[config.mk]
export PLATFORM = sky130hd
export DESIGN_NAME = wfld_ctrl
export DESIGN_NICKNAME = d
export VERILOG_FILES = /design/src/hdl/wfld_pkg.sv /design/src/hdl/wfld_ctrl.sv
export VERILOG_INCLUDE_DIRS = /design/src /design/src/hdl
export SDC_FILE = /design/constraint.sdc
export NUM_CORES = 1
export LEC_CHECK = 0
export ABC_CLOCK_PERIOD_IN_PS = 2100
export BUFFER_PORTS_ARGS = -buffer_cell sky130_fd_sc_hd__buf_2
export CORE_UTILIZATION = 25
export CTS_CLUSTER_SIZE = 24
export DETAILED_ROUTE_END_ITERATION = 10
export GPL_TIMING_DRIVEN = 0
export MAX_ROUTING_LAYER = met4
export SLEW_MARGIN = 20
export SYNTH_ARGS = -nofsm -noshare
export SYNTH_HDL_FRONTEND = slang
export SYNTH_SLANG_ARGS = --single-unit
export TNS_END_PERCENT = 20
[constraint.sdc]
create_clock -name aclk -period 2.1 [get_ports aclk]
set_input_delay 0.105 -clock aclk [delete_from_list [all_inputs] [get_ports aclk]]
set_output_delay 0.105 -clock aclk [all_outputs]
set_load 0.01 [all_outputs]
[src/hdl/worst_fit_load_distributor_top_assert.svh]
// Assertion macros shared by the worst-fit load distributor modules.
`ifndef WORST_FIT_LOAD_DISTRIBUTOR_TOP_ASSERT_SVH
`define WORST_FIT_LOAD_DISTRIBUTOR_TOP_ASSERT_SVH

// Same-cycle implication, checked outside reset.
`define WFLD_ASSERT_NOW(lbl, ante, cons, msg) \
    lbl: assert property (@(posedge aclk) disable iff (!aresetn) (ante) |-> (cons)) \
        else $error(msg);

// Next-cycle implication, checked outside reset.
`define WFLD_ASSERT_NEXT(lbl, ante, cons, msg) \
    lbl: assert property (@(posedge aclk) disable iff (!aresetn) (ante) |=> (cons)) \
        else $error(msg);

`endif

[src/hdl/wfld_pkg.sv]
// Package: field widths, codes, FSM states and controller/datapath bundles.
package wfld_pkg;

    localparam int MODE_W  = 3;
    localparam int ID_W    = 16;
    localparam int AMT_W   = 16;
    localparam int STAT_W  = 2;
    localparam int STAMP_W = 32;

    // Operation codes
    localparam logic [MODE_W-1:0] MODE_ADD   = 3'd0;
    localparam logic [MODE_W-1:0] MODE_RM    = 3'd1;
    localparam logic [MODE_W-1:0] MODE_PLACE = 3'd2;
    localparam logic [MODE_W-1:0] MODE_STOP  = 3'd3;
    localparam logic [MODE_W-1:0] MODE_LIST  = 3'd4;

    // Result status codes
    localparam logic [STAT_W-1:0] STAT_OK   = 2'd0;
    localparam logic [STAT_W-1:0] STAT_MISS = 2'd1;
    localparam logic [STAT_W-1:0] STAT_FULL = 2'd2;
    localparam logic [STAT_W-1:0] STAT_DUP  = 2'd3;

    // What a result transaction carries besides its status
    typedef enum logic [1:0] {
        KIND_NONE,
        KIND_HOST,
        KIND_PEND
    } kind_t;

    typedef enum logic [3:0] {
        CS_CLEAR,
        CS_IDLE,
        CS_MSCAN_GO,
        CS_MSCAN,
        CS_HOST_SET,
        CS_ASCAN_GO,
        CS_ASCAN,
        CS_LOAD,
        CS_COMMIT,
        CS_ADD_WR,
        CS_ROOM_RD,
        CS_ROOM_WR,
        CS_LIST_EVAL,
        CS_LIST_EMIT,
        CS_EMIT
    } state_t;

    typedef struct packed {
        logic              clear;
        logic              latch;
        logic              m_start;
        logic              a_start;
        logic              set_host;
        logic              m_kill;
        logic              load_ld;
        logic              use_old;
        logic              drop;
        logic              commit;
        logic              add_wr;
        logic              room_rd;
        logic              room_wr;
        logic              pend_load;
        logic              emit;
        logic              emit_last;
        logic [STAT_W-1:0] emit_status;
        kind_t             emit_kind;
    } cmd_t;

    typedef struct packed {
        logic clr_done;
        logic m_done;
        logic a_done;
        logic m_hit;
        logic m_free;
        logic best_vld;
        logic a_hit;
        logic a_free;
        logic o_vld;
        logic pend_vld;
        logic cnt_full;
        logic out_free;
    } sts_t;

    typedef struct packed {
        logic [ID_W-1:0]  ident;
        logic [AMT_W-1:0] room;
    } mach_rec_t;

endpackage

[src/hdl/wfld_ctrl.sv]
// Controller: operation sequencing state machine.
module wfld_ctrl (
    input  logic                        aclk,
    input  logic                        aresetn,
    input  logic                        s_valid,
    output logic                        s_ready,
    input  logic [wfld_pkg::MODE_W-1:0] s_mode,
    input  wfld_pkg::sts_t              sts,
    output wfld_pkg::cmd_t              cmd
);
    import wfld_pkg::*;

    state_t              state_reg, state_next;
    logic [MODE_W-1:0]   mode_reg, mode_next;
    logic                chose_reg, chose_next;
    logic [STAT_W-1:0]   st_reg, st_next;
    kind_t               kind_reg, kind_next;

    always_ff @(posedge aclk) begin
        if (!aresetn) begin
            state_reg <= CS_CLEAR;
            mode_reg  <= MODE_ADD;
            chose_reg <= 1'b0;
            st_reg    <= STAT_OK;
            kind_reg  <= KIND_NONE;
        end else begin
            state_reg <= state_next;
            mode_reg  <= mode_next;
            chose_reg <= chose_next;
            st_reg    <= st_next;
            kind_reg  <= kind_next;
        end
    end

    // Next state
    always_comb begin
        state_next = state_reg;
        mode_next  = mode_reg;
        chose_next = chose_reg;
        st_next    = st_reg;
        kind_next  = kind_reg;
        case (state_reg)
            CS_CLEAR: begin
                if (sts.clr_done) begin
                    state_next = CS_IDLE;
                end
            end
            CS_IDLE: begin
                if (s_valid) begin
                    mode_next  = s_mode;
                    chose_next = 1'b0;
                    kind_next  = KIND_NONE;
                    case (s_mode)
                        MODE_ADD, MODE_RM, MODE_LIST: state_next = CS_MSCAN_GO;
                        MODE_PLACE, MODE_STOP:        state_next = CS_ASCAN_GO;
                        default: begin
                            st_next    = STAT_MISS;
                            state_next = CS_EMIT;
                        end
                    endcase
                end
            end
            CS_MSCAN_GO: state_next = CS_MSCAN;
            CS_MSCAN: begin
                if (sts.m_done) begin
                    if (chose_reg) begin
                        if (sts.best_vld) begin
                            state_next = CS_COMMIT;
                        end else if (mode_reg == MODE_PLACE) begin
                            st_next    = STAT_MISS;
                            state_next = CS_EMIT;
                        end else begin
                            state_next = CS_ASCAN_GO;
                        end
                    end else begin
                        case (mode_reg)
                            MODE_ADD: begin
                                if (sts.m_hit) begin
                                    st_next    = STAT_DUP;
                                    state_next = CS_EMIT;
                                end else if (!sts.m_free) begin
                                    st_next    = STAT_FULL;
                                    state_next = CS_EMIT;
                                end else begin
                                    state_next = CS_ADD_WR;
                                end
                            end
                            MODE_RM, MODE_LIST: begin
                                if (!sts.m_hit) begin
                                    st_next    = STAT_MISS;
                                    state_next = CS_EMIT;
                                end else begin
                                    state_next = CS_HOST_SET;
                                end
                            end
                            default: begin
                                st_next    = STAT_MISS;
                                state_next = CS_EMIT;
                            end
                        endcase
                    end
                end
            end
            CS_HOST_SET: state_next = CS_ASCAN_GO;
            CS_ASCAN_GO: state_next = CS_ASCAN;
            CS_ASCAN: begin
                if (sts.a_done) begin
                    case (mode_reg)
                        MODE_PLACE: begin
                            if (sts.a_hit) begin
                                st_next    = STAT_DUP;
                                state_next = CS_EMIT;
                            end else if (!sts.a_free) begin
                                st_next    = STAT_FULL;
                                state_next = CS_EMIT;
                            end else begin
                                state_next = CS_LOAD;
                            end
                        end
                        MODE_STOP: begin
                            if (!sts.a_hit) begin
                                st_next    = STAT_MISS;
                                state_next = CS_EMIT;
                            end else begin
                                state_next = CS_ROOM_RD;
                            end
                        end
                        MODE_RM: begin
                            if (!sts.o_vld) begin
                                st_next    = STAT_OK;
                                state_next = CS_EMIT;
                            end else begin
                                state_next = CS_LOAD;
                            end
                        end
                        MODE_LIST: state_next = CS_LIST_EVAL;
                        default: begin
                            st_next    = STAT_MISS;
                            state_next = CS_EMIT;
                        end
                    endcase
                end
            end
            CS_LOAD: begin
                chose_next = 1'b1;
                state_next = CS_MSCAN_GO;
            end
            CS_COMMIT: begin
                if (mode_reg == MODE_PLACE) begin
                    st_next    = STAT_OK;
                    kind_next  = KIND_HOST;
                    state_next = CS_EMIT;
                end else begin
                    state_next = CS_ASCAN_GO;
                end
            end
            CS_ADD_WR: begin
                st_next    = STAT_OK;
                state_next = CS_EMIT;
            end
            CS_ROOM_RD: state_next = CS_ROOM_WR;
            CS_ROOM_WR: begin
                st_next    = STAT_OK;
                state_next = CS_EMIT;
            end
            CS_LIST_EVAL: begin
                st_next = STAT_OK;
                if (sts.o_vld) begin
                    if (sts.pend_vld) begin
                        state_next = CS_LIST_EMIT;
                    end else if (sts.cnt_full) begin
                        kind_next  = KIND_PEND;
                        state_next = CS_EMIT;
                    end else begin
                        state_next = CS_ASCAN_GO;
                    end
                end else begin
                    kind_next  = sts.pend_vld ? KIND_PEND : KIND_NONE;
                    state_next = CS_EMIT;
                end
            end
            CS_LIST_EMIT: begin
                if (sts.out_free) begin
                    if (sts.cnt_full) begin
                        kind_next  = KIND_PEND;
                        state_next = CS_EMIT;
                    end else begin
                        state_next = CS_ASCAN_GO;
                    end
                end
            end
            CS_EMIT: begin
                if (sts.out_free) begin
                    state_next = CS_IDLE;
                end
            end
            default: state_next = CS_IDLE;
        endcase
    end

    // Commands to the datapath
    always_comb begin
        cmd             = '0;
        cmd.emit_kind   = KIND_NONE;
        cmd.emit_status = STAT_OK;
        cmd.use_old     = (mode_reg == MODE_RM);
        s_ready         = 1'b0;
        case (state_reg)
            CS_CLEAR:    cmd.clear = 1'b1;
            CS_IDLE: begin
                s_ready   = 1'b1;
                cmd.latch = s_valid;
            end
            CS_MSCAN_GO: cmd.m_start = 1'b1;
            CS_ASCAN_GO: cmd.a_start = 1'b1;
            CS_HOST_SET: begin
                cmd.set_host = 1'b1;
                cmd.m_kill   = (mode_reg == MODE_RM);
            end
            CS_LOAD: begin
                cmd.load_ld = 1'b1;
                cmd.drop    = (mode_reg == MODE_RM);
            end
            CS_COMMIT:   cmd.commit = 1'b1;
            CS_ADD_WR:   cmd.add_wr = 1'b1;
            CS_ROOM_RD: begin
                cmd.room_rd = 1'b1;
                cmd.drop    = 1'b1;
            end
            CS_ROOM_WR:  cmd.room_wr = 1'b1;
            CS_LIST_EVAL: cmd.pend_load = sts.o_vld && !sts.pend_vld;
            CS_LIST_EMIT: begin
                cmd.emit      = sts.out_free;
                cmd.pend_load = sts.out_free;
                cmd.emit_kind = KIND_PEND;
            end
            CS_EMIT: begin
                cmd.emit        = sts.out_free;
                cmd.emit_last   = 1'b1;
                cmd.emit_status = st_reg;
                cmd.emit_kind   = kind_reg;
            end
            default: cmd = '0;
        endcase
    end

`include "worst_fit_load_distributor_top_assert.svh"
    `WFLD_ASSERT_NEXT(a_take_leaves, (state_reg == CS_IDLE) && s_valid, state_reg != CS_IDLE, "accepted transaction not started")
    `WFLD_ASSERT_NOW(a_scan_excl, cmd.m_start || cmd.a_start, !cmd.emit && !cmd.commit, "scan start collides with write or result")

endmodule

==> reports/metrics.yaml, run 1 <==
outcome:
  status: "complete, no violations"
final_layout:
  antenna_cells: 0
  area_growth_pct: 25.37
  fin_area_sq_um: 1694
  drive_gt1_frac: 0.2658
  largest_reg_flops: 4
  layout.nets: 257
power_and_ir_drop:
  pwr-share-comb: 0.714
  p_switching_mw: 0.9543
  p_sw_frac: 0.5086
  finalPower_mw: 1.876
  clkPwrFrac: 0.114
  internal_power_mw: 0.9222
  powerDensity_nw_per_um2: 1108
  total_leakage_power_nw: 0.6968
  ir_drop_uv: 349.1
  p_seq_frac: 0.172
floorplanning:
  die_area_sq_um: 5703
  fp.dieH_microns: 75.52
  coreArea_sq_um: 5172
  initial_utilization: 0.2612
  io_pins: 39
  num_rows: 26
  dieWidth_microns: 75.52
critical_path:
  crit_required_ns: 2.00
  endpoint_kind: "output port"
  worstPathArrival_ns: 1.89
  criticalPathCategory: "register to output port"
  critPathLaunchType: "register"
  cp_max_fo: 10
drt:
  drt_iter0_drc: 173
  via_per_inst: 5.248
  antenna_left: 0
  dr_total_vias: 1611
  drc_errors: 0
  finalWirelength_microns: 4518
  firstDrtPassIters: 4
  wire_per_inst_microns: 14.72
place:
  io_buffers: 38
  gp_congestion: 0.9814
  dp_worst_setup_slack_ns: -0.005758
  place_hpwl_microns: 3469
  place_area_sq_um: 1629
cts:
  clkSinkCount: 12
  clk_latency_ns: 0.25
  clockBufferDepth: 2
  cts.htree.levels: 1
  clkTransAtPathRegs_ns: 0.06
  cts_tree: "yes"
  cts_inserted_buffers: 3
  cts-root-buf: "clkbuf_8"
grt:
  grt_pass1_vias: 1465
  grtUsageMet3: 0.03307
  grt_pass1_wl_microns: 7024
  grt-ovfl-total: 0
  grt_use_met1: 0.2275
  grt_max_degree: 11
  grt-busiest-layer: "met2"
  antenna_found_initial: 0
  use_met2: 0.2659
  track_usage: 0.1713
synth:
  synthSimpleGateAreaFrac: 0.3898
  synthMuxAreaShare: 0.007407
  synth_top_family_by_area: "simple AND/OR/NAND/NOR gates"
  synthXorXnorAreaFrac: 0.01296
  synthAdderAreaFrac: 0
  synth_warnings: 0
  synth_cell_types: 55
  ys.flop_type: "dfxtp_1"
  synth_compound_area_frac: 0.3241
  syn_nets: 213
  netlist_top_cells_count: "nand2_1, nor2_1, o21ai_0"
  synth-edff-count: 0
  async_flop_share: 0
  syn_area_sq_um: 1351
  synth_seq_cells: 12
  syn_inst: 195
  synth_area_leaders: "dfxtp_1, nand2_1, nor2_1, o21ai_0, a21oi_1"
  syn_avg_cell_area_sq_um: 6.930
  yosysTopAreaCell: "dfxtp_1"
  synth_most_common_cell: "nand2_1"
  synth_top_area_frac: 0.1778
  ys_seq_area_frac: 0.1778
sta:
  fmax_mhz: 502.2
  maxSlewViolCount: 0
  setup_viol: 0
  clock-skew-final_ns: 0.008036
  fin_crit_sh: 0.9481
  rsz0062_at_grt: "yes"
  fin_setup_tns_ns: 0
  period_minus_slack_ns: 1.991
  max_slew_margin: 0.6618
  worst_slack_ns: 0.1089
  hold_viol: 0
  worstMarginPinSlew_ns: 0.5046
min_path:
  hp-class: "primary input to register"
flow_run:
  maxCapViolCount: 0
==> final cells by class <==
class | instances | area, sq um
sequential | 12 | 240.2
tap | 70 | 87.58
clock buffer | 3 | 41.29
fill | 574 | 3478
buffer | 16 | 86.33
inverter | 9 | 33.78
timing repair buffer | 39 | 197.7
multi-input combinational | 158 | 1007
==> worst paths after layout <==
| check | startpoint | endpoint | slack [ns] | depth (start not counted) |
|---|---|---|---|---|
| worst min-delay path | s_mode[0] | mode_reg[0]$_SDFFE_PN0P_ | 0.13 | 3 |
| worst max register to register | state_reg[0]$_SDFFE_PN0P_ | st_reg[1]$_SDFFE_PN0P_ | 0.11 | 7 |
| worst min register to register | st_reg[1]$_SDFFE_PN0P_ | st_reg[1]$_SDFFE_PN0P_ | 0.45 | 2 |
| worst max-delay path | state_reg[1]$_SDFFE_PN0P_ | cmd[18] | 0.11 | 6 |
==> power groups by stage <==
stage	Combinational (mW)	Clock [mW]	Sequential [mW]
6_report	1.34	0.215	0.323
5_1_grt	1.48	0.229	0.329
4_1_cts	1.29	0.217	0.323
3_5_place_dp	1.27	0	0.328
3_3_place_gp	1.27	0	0.326
2_1_floorplan	0.954	0	0.313
==> critical path, cell delays in order, from the launching register on <==
cell,delay [ns]
dfxtp_1,0.29
buf_4,0.16
nand2b_1,0.32
nor3_2,0.34
nand2_1,0.23
inv_1,0.16
buf_2,0.14
==> per-stage QoR <==
step	std cells	utilization	hold WS, ns
final	307	0.3275	0.1290
after global routing	307	0.3275	0.1612
after CTS	306	0.3249	0.1357
after detailed placement	303	0.3149	0.3934
after global placement	303	0.3149	0.3865
after floorplan	195	-	0.2433
==> layout by cell type (no fill, tap or decap), drive strengths merged, types with 3 or more instances in the layout <==
master   n
nand2   21
and2     5
nor2    19
a21boi   5
o211ai   3
nand2b   8
nand3    4
nor4     4
nor2b    4
dfxtp   12
a31oi    4
a21oi   12
o21ai   16
nand3b   3
a211oi   4
nor3     9
inv      9
buf     49
clkbuf   9
nor3b    3
==> cells by family (layout without fill, tap and decap cells) <==
| kind of cell | count (synthesis) | after routing |
|---|---|---|
| simple gates | 93 | 93 |
| compound gates | 62 | 62 |
| buf+inv | 25 | 67 |
| mux | 1 | 1 |
| xor+xnor | 2 | 2 |
| flops | 12 | 12 |
==> repair_timing <==
action,in CTS,in global routing
endpoints found under the setup margin,3,5
hold endpoints to repair,0,0
pin swaps,0,1
setup buffers,0,1
gates cloned,0,0
hold buffers,0,0
gates resized for setup,2,2
==> metal layers <==
layer	routed length [microns]	up-vias
met5	0	-
met4	44	0
met3	432	7
met2	2013	78
met1	2027	729
li1	-	797
Note: power is estimated with default switching activity, not from simulation.
==> inputs of run 2 (changes only) <==
--- a/config.mk
+++ b/config.mk
@@ -11,7 +11,6 @@
 export CORE_UTILIZATION = 25
 export CTS_CLUSTER_SIZE = 24
 export DETAILED_ROUTE_END_ITERATION = 10
-export GPL_TIMING_DRIVEN = 0
 export MAX_ROUTING_LAYER = met4
 export SLEW_MARGIN = 20
 export SYNTH_ARGS = -nofsm -noshare
==> run 2 against run 1 <==
Core utilization increased by 1.0 points. Register-to-register slack improved by 0.05 ns. Non-clock buffer count grew 4. Critical path depth is 2 higher. Sequential share of layout area decreased by 0.36 points. Highest routed layer unchanged. Clock skew is 0.0054 ns lower.
==> reports/metrics.yaml, run 2 (same netlist as run 1, synthesis figures left out) <==
outcome:
  status: "complete, no violations"
sta:
  rsz0062_at_grt: "no"
  clock-skew-final_ns: 0.002640  # -0.005396 ns
  fmax_mhz: 514.5  # +2.4%
  maxSlewViolCount: 0  # unchanged
  fin_crit_sh: 0.9256  # -0.02255
  max_slew_margin: 0.6047  # -0.05708
  period_minus_slack_ns: 1.944  # -0.04735 ns
  setup_viol: 0  # unchanged
  worstMarginPinSlew_ns: 0.5884  # +0.08385 ns
  hold_viol: 0  # unchanged
  fin_setup_tns_ns: 0  # unchanged
floorplanning:
  fp.dieH_microns: 75.52  # unchanged
  initial_utilization: 0.2612  # unchanged
  die_area_sq_um: 5703  # unchanged
  io_pins: 39  # unchanged
  num_rows: 26  # unchanged
  dieWidth_microns: 75.52  # unchanged
  coreArea_sq_um: 5172  # unchanged
cts:
  cts_inserted_buffers: 3  # unchanged
  cts.htree.levels: 1  # unchanged
  clk_latency_ns: 0.24  # about the same
  clkSinkCount: 12  # unchanged
  clockBufferDepth: 2  # unchanged
  clkTransAtPathRegs_ns: 0.05  # about the same
  cts-root-buf: "clkbuf_8"
  cts_tree: "yes"
critical_path:
  reg2reg_from: "state_reg[2]$_SDFFE_PN0P_"
  crit_required_ns: 2.23  # +0.23 ns
  r2r_setup_slack_ns: 0.16  # +0.05 ns
  crit_end: "state_reg[2]$_SDFFE_PN0P_"
  critPathLaunchType: "register"
  r2r_cells: 8  # +1
  worstPathArrival_ns: 2.08  # +0.19 ns
  endpoint_kind: "register"
  criticalPathCategory: "register to register"
  crit_start: "state_reg[2]$_SDFFE_PN0P_"
  cp_max_fo: 10  # unchanged
  reg2reg_to: "state_reg[2]$_SDFFE_PN0P_"
drt:
  wire_per_inst_microns: 14.59  # -0.83%
  dr_total_vias: 1614  # +0.19%
  antenna_left: 0  # unchanged
  firstDrtPassIters: 4  # unchanged
  via_per_inst: 5.190  # -1.1%
  drc_errors: 0  # unchanged
  finalWirelength_microns: 4539  # +0.46%
  drt_iter0_drc: 103  # -40%
final_layout:
  layout_common_cells: "buf_2, nand2_1, buf_4"
  drive_gt1_frac: 0.2988  # +0.03293
  largest_reg_flops: 4  # unchanged
  area_growth_pct: 29.26
  layout.nets: 261  # +1.6%
  antenna_cells: 0  # unchanged
  fin_area_sq_um: 1747  # +3.1%
  final_common_cell: "buf_2"
power_and_ir_drop:
  internal_power_mw: 0.9989  # +8.3%
  powerDensity_nw_per_um2: 1113  # +0.45%
  ir_drop_uv: 470.7  # +35%
  clkPwrFrac: 0.110  # -0.004
  pwr-share-comb: 0.689  # -0.025
  p_sw_frac: 0.4860  # -0.02259
  p_switching_mw: 0.9445  # -1.0%
  total_leakage_power_nw: 0.7325  # +5.1%
  p_seq_frac: 0.201  # +0.029
place:
  place_hpwl_microns: 3676  # +5.9%
  io_buffers: 38  # unchanged
  gp_congestion: 0.8856  # -9.8%
  place_area_sq_um: 1702  # +4.5%
flow_run:
  maxCapViolCount: 0  # unchanged
grt:
  track_usage: 0.1767  # +0.005424
  grt_pass1_wl_microns: 7293  # +3.8%
  antenna_found_initial: 0  # unchanged
  grt-ovfl-total: 0  # unchanged
  grt_pass1_vias: 1442  # -1.6%
  grt_max_degree: 15  # +4
min_path:
  hp-class: "primary input to register"
[run 2: through the flow]
step / power (mW) / std cells / hold WS (ns) / worst slack, ns / util
after global routing: 2.114 / 311 / 0.1574 / 0.006677 / 0.3377
after global placement: 1.703 / 308 / 0.3809 / 0.1934 / 0.3290
after floorplan: 1.267 / 195 / 0.2433 / 0.3095 / -
after CTS: 1.924 / 311 / 0.1366 / 0.1507 / 0.3370
final: 1.943 / 311 / 0.1370 / 0.1563 / 0.3377
after detailed placement: 1.702 / 308 / 0.3895 / 0.1629 / 0.3290
[run 2: critical path, stage by stage, from the launching register on]
cell and delay [ns]:
dfxtp_1 0.40, buf_4 0.21, nand2_1 0.16, a211oi_1 0.08
buf_4 0.15, a2111oi_4 0.39, o311ai_1 0.19, a22oi_1 0.21
nor2b_1 0.06
[run 2: final cells by class]
cell class	instances	area (sq um)
Clock buffer	3	41.29
Fill cell	570	3426
Inverter	9	33.78
Multi-Input combinational cell	158	994.7
Sequential cell	12	241.5
Tap cell	70	87.58
Timing Repair Buffer	59	347.8
[run 2: power groups by stage]
stage                     logic (mW)  clock network (mW)  registers (mW)
after floorplan                0.954                   0           0.313
after global placement          1.32                   0           0.387
after detailed placement        1.31                   0           0.391
after CTS                       1.32               0.219           0.387
after global routing            1.48               0.231           0.403
final                           1.34               0.215           0.391
[run 2: worst min-delay path by stage]
stage	to	startpoint	depth (start not counted)
2_1_floorplan	state_reg[0]$_SDFFE_PN0P_	aresetn	2
3_3_place_gp	mode_reg[0]$_SDFFE_PN0P_	s_mode[0]	3
3_5_place_dp	mode_reg[0]$_SDFFE_PN0P_	s_mode[0]	3
4_1_cts	mode_reg[0]$_SDFFE_PN0P_	s_mode[0]	3
5_1_grt	mode_reg[1]$_SDFFE_PN0P_	s_mode[1]	3
6_report	mode_reg[0]$_SDFFE_PN0P_	s_mode[0]	3
[run 2: per-layer routing]
metal | global-route usage | part of all wire | routed length [microns] | vias up
met4 | 0.02881 | 0.0075 | 34 | 0
met5 | - | 0 | 0 | -
met1 | 0.2394 | 0.48 | 2166 | 747
li1 | - | - | - | 800
met3 | 0.02778 | 0.066 | 299 | 4
met2 | 0.2817 | 0.45 | 2038 | 63
[run 2: what timing repair did]
action / in CTS / in global routing
setup buffers: 0 / 0
hold buffers: 0 / 0
setup endpoints to repair: 0 / 5
resized for setup: 0 / 2
==> inputs of run 3 (changes only) <==
--- a/config.mk
+++ b/config.mk
@@ -8,10 +8,13 @@
 export LEC_CHECK = 0
 export ABC_CLOCK_PERIOD_IN_PS = 2100
 export BUFFER_PORTS_ARGS = -buffer_cell sky130_fd_sc_hd__buf_2
+export CELL_PAD_IN_SITES_DETAIL_PLACEMENT = 1
+export CELL_PAD_IN_SITES_GLOBAL_PLACEMENT = 2
 export CORE_UTILIZATION = 25
 export CTS_CLUSTER_SIZE = 24
 export DETAILED_ROUTE_END_ITERATION = 10
 export MAX_ROUTING_LAYER = met4
+export PLACE_DENSITY_LB_ADDON = 0.1
 export SLEW_MARGIN = 20
 export SYNTH_ARGS = -nofsm -noshare
 export SYNTH_HDL_FRONTEND = slang
==> run 3 against run 2 <==
Clock power up 23%. Largest power group unchanged. Clock-buffer cell count up 1. Critical path type unchanged. Sequential cell count unchanged. Final cell count down 0.96%. Register-to-register slack worse by 0.05 ns. Clock skew about the same. Combinational power up 4%. Worst setup slack worse by 0.046 ns. Total power up 4.5%. Highest routed layer unchanged.
==> reports/metrics.yaml, run 3 (same netlist as run 1, synthesis figures left out) <==
outcome:
  status: "complete, no violations"
cts:
  cts-root-buf: "clkbuf_8"
  clkTransAtPathRegs_ns: 0.06  # about the same
  cts_tree: "yes"
  post_cts_buffers: 0  # unchanged
  clockBufferDepth: 2  # unchanged
  cts.htree.levels: 1  # unchanged
  clkSinkCount: 12  # unchanged
  cts_inserted_buffers: 3  # unchanged
  clk_latency_ns: 0.25  # about the same
sta:
  fmax_mhz: 502.5  # -2.3%
  hold_viol: 0  # unchanged
  rsz0062_at_grt: "no"
  clock-skew-final_ns: 0.002878  # +0.0002378 ns
  setup_viol: 0  # unchanged
  maxSlewViolCount: 0  # unchanged
  worstMarginPinSlew_ns: 0.5265  # -0.06193 ns
  period_minus_slack_ns: 1.990  # +0.04639 ns
  fin_setup_tns_ns: 0  # unchanged
  fin_crit_sh: 0.9477  # +0.02209
  max_slew_margin: 0.6463  # +0.04161
critical_path:
  criticalPathCategory: "register to register"
  cp_max_fo: 11  # +1
  crit_chain: "or3b_1 > nor3b_1 > nor4_2 > mux2i_1 > nor2b_1"
  critPathMaxStageDelay_ns: 0.49  # +0.09 ns
  reg2reg_from: "mode_reg[1]$_SDFFE_PN0P_"
  endpoint_kind: "register"
  r2r_cells: 5  # -3
  critPathLaunchType: "register"
  crit_path_top_delay_cell: "or3b_1"
  reg2reg_to: "kind_reg[1]$_SDFFE_PN0P_"
  worstPathArrival_ns: 2.13  # +0.05 ns
  r2r_setup_slack_ns: 0.11  # -0.05 ns
  crit_required_ns: 2.24  # about the same
grt:
  grt_pass1_wl_microns: 8542  # +17%
  antenna_found_initial: 0  # unchanged
  grt_pass1_vias: 1681  # +17%
  track_usage: 0.2100  # +0.03328
  grt-ovfl-total: 0  # unchanged
  grt_max_degree: 18  # +3
final_layout:
  nFillCells: 668  # +17%
  layout_common_cells: "buf_2, nand2_1, nor2_1"
  area_growth_pct: 28.80
  antenna_cells: 0  # unchanged
  final_common_cell: "buf_2"
  drive_gt1_frac: 0.3025  # +0.003766
  layout.nets: 257  # -1.5%
  largest_reg_flops: 4  # unchanged
  fin_area_sq_um: 1740  # -0.36%
drt:
  antenna_left: 0  # unchanged
  firstDrtPassIters: 4  # unchanged
  wire_per_inst_microns: 17.66  # +21%
  drc_errors: 0  # unchanged
  via_per_inst: 5.266  # +1.5%
  drt_iter0_drc: 80  # -22%
  dr_total_vias: 1622  # +0.50%
  finalWirelength_microns: 5439  # +20%
floorplanning:
  fp.dieH_microns: 75.52  # unchanged
  dieWidth_microns: 75.52  # unchanged
  io_pins: 39  # unchanged
  coreArea_sq_um: 5172  # unchanged
  initial_utilization: 0.2612  # unchanged
  num_rows: 26  # unchanged
  die_area_sq_um: 5703  # unchanged
flow_run:
  maxCapViolCount: 0  # unchanged
place:
  io_buffers: 38  # unchanged
  gp_congestion: 0.9420  # +6.4%
  place_area_sq_um: 1672  # -1.8%
  place_hpwl_microns: 4378  # +19%
min_path:
  hp-class: "primary input to register"
  hp-start: "s_mode[2]"
  holdPathStages: 3  # unchanged
  hold_end: "mode_reg[2]$_SDFFE_PN0P_"
power_and_ir_drop:
  ir_drop_uv: 328.1  # -30%
  powerDensity_nw_per_um2: 1167  # +4.9%
  total_leakage_power_nw: 0.7224  # -1.4%
[run 3: how the worst max path moves through the flow]
stage                         startpoint                        end  slack [ns]  cells past startpoint
2_1_floorplan  state_reg[1]$_SDFFE_PN0P_     st_reg[0]$_SDFFE_PN0P_        0.31                      8
6_report        mode_reg[1]$_SDFFE_PN0P_   kind_reg[1]$_SDFFE_PN0P_        0.11                      5
5_1_grt        state_reg[2]$_SDFFE_PN0P_  state_reg[2]$_SDFFE_PN0P_        0.03                      8
3_5_place_dp    mode_reg[1]$_SDFFE_PN0P_   kind_reg[1]$_SDFFE_PN0P_       0.008                      5
4_1_cts        state_reg[0]$_SDFFE_PN0P_  state_reg[2]$_SDFFE_PN0P_        0.05                      6
3_3_place_gp    mode_reg[1]$_SDFFE_PN0P_  state_reg[1]$_SDFFE_PN0P_        0.05                      5
[run 3: power breakdown]
part	switching [mW]	internal, mW
Combinational	0.828	0.569
Clock	0.0975	0.166
Sequential	0.0828	0.287
[run 3: cell type report]
cell class	instances	area, sq um	share of cell area
sequential	12	244.0	0.1402
inverter	9	33.78	0.01941
timing repair buffer	55	317.8	0.1826
multi-input combinational	158	1002	0.5758
clock buffer	4	55.05	0.03163
tap	70	87.58	0.05032
[run 3: metal layers]
layer,track usage,up-vias,part of all wire
li1,-,797,-
met1,0.2574,776,0.45
met2,0.3591,41,0.49
met3,0.01587,8,0.035
met4,0.08025,0,0.019
met5,-,-,0
[run 3: what timing repair did]
action,4_1_cts,5_1_grt
hold buffers,0,0
endpoints found under the hold margin,0,0
gates resized for setup,1,4
setup endpoints to repair,1,4
[run 3: stage by stage]
stage	total power [mW]	utilization	hold WS, ns	worst slack [ns]	cells
2_1_floorplan	1.267	-	0.2433	0.3095	195
3_3_place_gp	1.711	0.3232	0.3885	0.04910	304
3_5_place_dp	1.744	0.3232	0.4082	0.008166	304
4_1_cts	2.021	0.3341	0.1440	0.05385	308
5_1_grt	2.192	0.3365	0.1525	0.02766	308
6_report	2.031	0.3365	0.1517	0.1099	308
[run 3: critical path: cells and delay by family (launching register included)]
kind,cells,cell delay (ns)
and+or+nand+nor,4,1.18
DFF,1,0.45
muxes,1,0.25
